[config.mk]
export PLATFORM = sky130hd
export DESIGN_NAME = fcdt_ram
export DESIGN_NICKNAME = d
export VERILOG_FILES = /design/src/fcdt_ram.sv
export SDC_FILE = /design/constraint.sdc
export NUM_CORES = 1
export LEC_CHECK = 0
export ABC_AREA = 1
export BUFFER_PORTS_ARGS = -buffer_cell sky130_fd_sc_hd__buf_4
export CORE_MARGIN = 10
export CORE_UTILIZATION = 60
export CTS_BUF_LIST = sky130_fd_sc_hd__clkbuf_8
export DETAILED_ROUTE_END_ITERATION = 7
export GPL_ROUTABILITY_DRIVEN = 0
export PLACE_DENSITY = 0.86
export SLEW_MARGIN = 15
export SYNTH_ARGS = -nofsm -noshare
export SYNTH_HDL_FRONTEND = slang
export SYNTH_SLANG_ARGS = --single-unit
[constraint.sdc]
create_clock -name clk -period 5.8 [get_ports clk]
set_clock_uncertainty 0.2 [all_clocks]
set_input_delay 1.16 -clock clk [delete_from_list [all_inputs] [get_ports clk]]
set_output_delay 1.16 -clock clk [all_outputs]
set_load 0.1 [all_outputs]
[src/fcdt_ram.sv]
// fcdt_ram: generic single port ram with registered read data
// no dependencies
module fcdt_ram #(
  parameter int WIDTH = 8,
  parameter int DEPTH = 16
) (
  input  logic                     clk,
  input  logic                     we,
  input  logic [$clog2(DEPTH)-1:0] addr,
  input  logic [WIDTH-1:0]         wdata,
  output logic [WIDTH-1:0]         rdata
);

  logic [WIDTH-1:0] mem [DEPTH];

  // one access per cycle, read data registered
  always_ff @(posedge clk) begin
    if (we) begin
      mem[addr] <= wdata;
    end
    rdata <= mem[addr];
  end

endmodule

# == Yosys cells after proc, flatten, opt, wreduce, memory -nomap -nowiden ==
# Memory sizes are Yosys's and may differ from the RTL's. A register that Yosys moved wholly into a read port is not among the register bits.
# Index checks and enable logic that the tools add are counted.
# totals
regBits,0
ram_bits,128
word_cells,3
n_memories,1
# op_classes
mux,2
# memory_table
memory,depth,width,rd,rd_clocked_by_memory_dff,write_ports,line_no,source
mem,16,8,1,1,1,14,logic [WIDTH-1:0] mem [DEPTH];
# ops
cell,count
$mux W1,2

# == Longest topological paths before layout ==
# Gate-level depths: netlist (run 1).
# depth
word_depth,2
depth_mapped,11

# == Least setup slack after synthesis (run 1) ==
# Ideal clock, no wire load.
# synth_path
path_type,input to register
from,in addr[1]
to,mem mem[3][0] (enable)
setup_ns,0.370
arrival_ns,2.167
required_ns,5.230
path_slack_ns,3.063
cell_stages,4
n_path_buf,2
cell_sequence,buf_2 > clkbuf_1 > nand3_1 > nor2_1
# synth_rtl
element,line_no,source
"start, declared",9,"input logic [$clog2(DEPTH)-1:0] addr,"
"end, declared",14,
# No word-level cell before the write port.

# == Worst setup path after layout (run 1) ==
# layout_path
from,in addr[0]
to,mem mem[6][0] (enable)
# No word-level cell before the write port.

==> results of run 1 <==
[final timing paths]
path	slack, ns	cells after the start	from	end
hold / removal	0.55	8	mem[10][1]	rdata[1]
setup reg to reg	4.52	8	mem[9][5]	rdata[5]
setup / recovery	2.29	4	addr[0]	mem[6][0]
hold reg to reg	0.55	8	mem[10][1]	rdata[1]
[kinds of logic after synthesis]
family        count (synthesis)  share of synthesized area (%)
simple gates                368                           24.8
flops                       136                           71.6
buf+inv                      44                           3.62
[area by class of cell]
type / count / area (um^2)
timing repair buffer: 21 / 158
inverter: 23 / 86.3
tap: 111 / 139
clock buffer: 17 / 234
fill: 612 / 2990
multi-input combinational: 368 / 1390
sequential: 136 / 4000
clock inverter: 15 / 160
[through the flow]
stage | total power (uW) | util (%) | cells | hold slack, ns
floorplan | 1250 | - | 548 | 0.443
global placement | 1300 | 63.1 | 659 | 0.539
detailed placement | 1300 | 63.1 | 659 | 0.542
CTS | 2060 | 67.4 | 691 | 0.552
global route | 2120 | 67.4 | 691 | 0.624
finish | 2050 | 67.4 | 691 | 0.549
[synthesized netlist by cell type]
library cell	number	area [um^2]
clkinv_1	1	3.75
edfxtp_1	128	3840
buf_2	12	60.1
clkbuf_1	3	11.3
inv_1	21	78.8
buf_4	6	45.0
nand3_1	4	20.0
nand2_1	346	1300
nor2_1	18	67.6
inv_2	1	3.75
dfxtp_1	8	160
[routing by layer]
| layer | up-vias | GRT usage (%) |
|---|---|---|
| met5 | - | 0 |
| met4 | 0 | 11.0 |
| met3 | 36 | 4.16 |
| met2 | 200 | 30.4 |
| met1 | 1696 | 23.0 |
| li1 | 1787 | - |
[registers in the layout (all words and copies together), names as in the netlist]
name	flops
rdata	8
mem	128
[worst max-delay path, delay by kind of cell]
| family | cells | cell delay (ns) |
|---|---|---|
| AND/OR/NAND/NOR | 2 | 1.08 |
| buffers and inverters | 2 | 1.11 |
[where the power goes]
| group | switching [uW] | leakage [uW] | internal, uW |
|---|---|---|---|
| registers | 6.63 | 0.00122 | 1100 |
| logic | 141 | 0.00122 | 39.0 |
| clock network | 352 | 0.000191 | 417 |
==> results.md, run 1 <==
- Seq/Total Area, Yosys: 71.6%
- Peak Freq: 285 MHz
- Synth unique cells: 11
- CP Data Required Time: 5.67 ns
- CP Cell Sequence: buf_4 > inv_2 > nand3_1 > nor2_1
- Max rail drop VDD: 0.257 mV
- Routed Antenna Nets: 0
- Die area: 13,600 um^2
- Die H: 117 um
- Worst skew pair latency: 0.44 ns
- Final min period: 3.51 ns
- Crit end category: flop
- Cells after synthesis: 548
- Clock slew at reported path FFs: 0.07 ns
- Core Rows: 35
- Nets: 581
- Post-Synthesis Mean Instance Area: 10.2 um^2
- Gr ovfl total: 0
- Dpl hpwl: 7500 um
- Setup total negative slack: 0 ns
- CTS tree: yes
- Most frequent cells in the layout: 346 x nand2_1, 128 x edfxtp_1, 21 x inv_1, 21 x buf_4, 18 x nor2_1
- Final Cell Area: 6170 um^2
- Final worst slack: 2.29 ns
- Critical Path Slowest Stage Cell: inv_2
- Initial DRC count: 389
- Clock Sinks: 136
- Largest net degree at the start of global routing: 68
- DR vias/cell: 5.38
- Number of buffers created by CTS: 17
- Critical path fanouts, max: 67
- Buffer levels on the longest clock path: 2
- Worst Path Arrival: 3.38 ns
- Starting Density: 61.1%
- #FFs+latches synth: 136
- Power per cell area: 333 nW/um^2
- Drt first pass iters: 5
- Post-placement cell area: 5770 um^2
- Die Wd: 117 um
- Total track usage: 18.8%
- Relative slew margins: 34.5%
- CP peak stage delay: 0.80 ns
- Total Wirelength: 11,900 um
- Met2 WL post-DR: 5680 um
- Final period util: 60.5%
- Core Region: 9150 um^2
- Worst Max-Slew Pin Slew: 0.981 ns
- # port buffers: 21
- Ratio of cells with drive above 1 in the final layout: 8.62%
- Buffer type at the clock tree root: clkbuf_8
- DRC: 0
- RSZ-0062 raised after global routing: false
- Syn Nets: 562
- First-pass GRT wire length: 18,700 um
- Commonest non-fill, non-tap cell in the layout: nand2_1
- Leakage power: 0.00263 uW
- PostCTS Resize Cnt: 0
- DR top layer: met4
- Initial antenna violation count: 0
- Max-slew violations: 0
- H-tree levels: 4
- Place WS: 1.91 ns
- I/O pin count: 22
- Met3 wire length: 935 um
- Critical Path Start Type: input port
- Final hold vios: 0
- WL per Instance: 17.3 um
- Hold WC Path Type: flop to flop
- Vias: 3,719
- Area grow syn2layout: 10.3%
- YS warnings: 0
- # Post-CTS Setup Buffers: 0
- Max_cap viols: 0
- Status: complete, no violations
- Hold Buf Count CTS: 0
- Antenna cells: 0
- Vias in the first global route: 3,656
- Final setup violation count: 0
- CP Class: input port to flop
- Post-synth design cell area: 5590 um^2
- Met1 WL: 4890 um
No activity file was read; power rests on OpenSTA's default activity.
==> inputs of run 2 (changes only) <==
- clock period: 5.8 -> 3.4 ns (I/O delays scaled with it)
==> run 2 against run 1 <==
Effect of this change:
- flip-flop and latch count unchanged
- final area is 0.67% higher
- hold slack worse by 0.16 ns
- clock power increased by 56%
- worst setup slack got worse by 1.1 ns
- register-to-register slack lost 2.3 ns
- sequential power grew 72%
- wire length down 0.57%
- total power rose by 65%
- critical path depth unchanged
- utilization increased by 0.45 points
- critical path type unchanged
- largest power group unchanged
==> results.md, run 2 (synthesis results as in run 1) <==
- Area of the multi-input gates: 1390 um^2 (unchanged)
- Combinational cell fraction of total power: 9.1% (was 8.8%)
- Biggest register: mem (unchanged)
- Commonest non-fill, non-tap cell in the layout: nand2_1 (unchanged)
- Biggest regs: mem: 128 flops, rdata: 8 flops (unchanged)
- CP Cell Sequence: buf_4 > nor2_1 > inv_1 > nor2_1 (was buf_4 > inv_2 > nand3_1 > nor2_1)
- Clock slew at reported path FFs: 0.07 ns (about the same)
- Die Wd: 117 um (unchanged)
- Vias: 3,776 (was 3,719)
- Worst skew pair latency: 0.44 ns (about the same)
- Max reg flops: 128 (unchanged)
- Area grow syn2layout: 11.0% (was 10.3%)
- H-tree levels: 4 (unchanged)
- Max_cap viols: 0 (unchanged)
- Max-slew violations: 0 (unchanged)
- Register area: 4000 um^2 (unchanged)
- CP Depth: 4 (unchanged)
- Critical Path Slowest Stage Cell: nor2_1 (was inv_2)
- Sw Ratio: 23.5% (was 24.3%)
- Vias in the first global route: 3,711 (was 3,656)
- Antenna cells: 0 (unchanged)
- Buffer levels on the longest clock path: 2 (unchanged)
- Final period util: 66.3%
- Final min period: 2.25 ns
- WL per Instance: 17.0 um (was 17.3 um)
- Number of buffers created by CTS: 17 (unchanged)
- DR vias/cell: 5.40 (was 5.38)
- Final setup violation count: 0 (unchanged)
- Critical Path Start Type: input port (unchanged)
- CP Data Required Time: 3.27 ns (was 5.67 ns)
- Critical Path Sink: mem[1][3] (was mem[6][0])
- Flop pwr share: 55.6% (was 53.8%)
- Relative slew margins: 48.5% (was 34.5%)
- I/O pin count: 22 (unchanged)
- Int Pwr: 2600 uW (was 1550 uW)
- # Post-CTS Setup Buffers: 0 (unchanged)
- Largest net degree at the start of global routing: 52 (was 68)
- Die H: 117 um (unchanged)
- Worst reg2reg path depth: 8 (unchanged)
- Die area: 13,600 um^2 (unchanged)
- DRC: 0 (unchanged)
- Final Cell Area: 6210 um^2 (was 6170 um^2)
- Most frequent cells in the layout: 346 x nand2_1, 128 x edfxtp_1, 30 x buf_4 (was 346 x nand2_1, 128 x edfxtp_1, 21 x inv_1, 21 x buf_4, 18 x nor2_1)
- Setup total negative slack: 0 ns (unchanged)
- Reg2reg setup slack: 2.18 ns (was 4.52 ns)
- Routed Antenna Nets: 0 (unchanged)
- Buffer type at the clock tree root: clkbuf_8 (unchanged)
- Hold WC Path Type: input port to flop (was flop to flop)
- Dpl hpwl: 7200 um (was 7500 um)
- Core Region: 9150 um^2 (unchanged)
- Drt first pass iters: 5 (unchanged)
- Worst R2R Start: mem[14][6] (was mem[9][5])
- PostCTS Resize Cnt: 0 (unchanged)
- Delay-heaviest family, CP: simple AND/OR/NAND/NOR gates (was buffers and inverters)
- Most used cell, CP: nor2_1
- First-pass GRT wire length: 18,600 um (was 18,700 um)
- Gr ovfl total: 0 (unchanged)
- CP peak stage delay: 0.60 ns (was 0.80 ns)
- Worst Max-Slew Pin Slew: 0.770 ns (was 0.981 ns)
- CTS tree: yes (unchanged)
- Final hold vios: 0 (unchanged)
- Total Wirelength: 11,900 um (about the same)
- Power per cell area: 547 nW/um^2 (was 333 nW/um^2)
- Worst Path Arrival: 2.12 ns (was 3.38 ns)
- Leakage power: 0.00270 uW (was 0.00263 uW)
- Clock Sinks: 136 (unchanged)
- Hold Buf Count CTS: 0 (unchanged)
- Total track usage: 18.3% (was 18.8%)
- Peak Freq: 444 MHz
- Clock network power share: 35.3% (was 37.4%)
- Starting Density: 61.1% (unchanged)
- Max rail drop VDD: 0.386 mV (was 0.257 mV)
- Sw Pwr: 797 uW (was 500 uW)
- Critical path fanouts, max: 9 (was 67)
- Nets: 590 (was 581)
- Post-placement cell area: 5840 um^2 (was 5770 um^2)
- CP bufs+invs: 2 (unchanged)
- Setup crit start: addr[2] (was addr[0])
- Filler cells: 635 (was 612)
- # port buffers: 21 (unchanged)
- RSZ-0062 raised after global routing: false (unchanged)
- Initial DRC count: 339 (was 389)
- Status: complete, no violations (unchanged)
- Core Rows: 35 (unchanged)
- Initial antenna violation count: 0 (unchanged)
- Ratio of cells with drive above 1 in the final layout: 9.52% (was 8.62%)
- Crit end category: flop (unchanged)
- Reg2reg end: rdata[6] (was rdata[5])
- CP Class: input port to flop (unchanged)
==> run 2: worst min-delay path by stage <==
stage,from,end,slack (ns),cells after the start
5_1_grt,wdata[4],mem[4][4],0.38,1
6_report,wdata[4],mem[4][4],0.39,1
3_3_place_gp,mem[2][6],rdata[6],0.48,8
3_5_place_dp,mem[5][5],rdata[5],0.49,8
4_1_cts,wdata[4],mem[0][4],0.37,1
2_1_floorplan,mem[0][0],rdata[0],0.44,8
==> run 2: routing by layer <==
| layer | share of wire [%] | global-route usage [%] |
|---|---|---|
| met5 | 0 | 0 |
| met4 | 3.1 | 8.40 |
| met3 | 9.2 | 4.52 |
| met2 | 48 | 30.1 |
| met1 | 40 | 22.3 |
==> run 2: layout make-up <==
| class | instances | share of cell area (%) |
|---|---|---|
| Clock buffer | 22 | 4.88 |
| Timing Repair Buffer | 30 | 3.63 |
| Tap cell | 111 | 2.24 |
| Clock inverter | 9 | 1.05 |
| Inverter | 23 | 1.39 |
| Multi-Input combinational cell | 368 | 22.3 |
| Sequential cell | 136 | 64.5 |
==> run 2: power groups by stage <==
stage	registers (uW)	logic, uW	clock network (uW)
after floorplan	2000	129	0
after global routing	1890	336	1280
after CTS	1890	308	1200
final	1890	310	1200
after global placement	1920	300	0
after detailed placement	1920	306	0
==> run 2: through the flow <==
| step | total power, uW | setup WS (ns) | cells | hold WS (ns) | utilization [%] |
|---|---|---|---|---|---|
| finish | 3390 | 1.15 | 699 | 0.389 | 67.8 |
| global route | 3500 | 0.963 | 699 | 0.384 | 67.8 |
| CTS | 3400 | 1.20 | 699 | 0.372 | 67.8 |
| detailed placement | 2230 | 0.698 | 668 | 0.494 | 63.8 |
| global placement | 2220 | 0.697 | 668 | 0.482 | 63.8 |
| floorplan | 2130 | 1.14 | 548 | 0.443 | - |
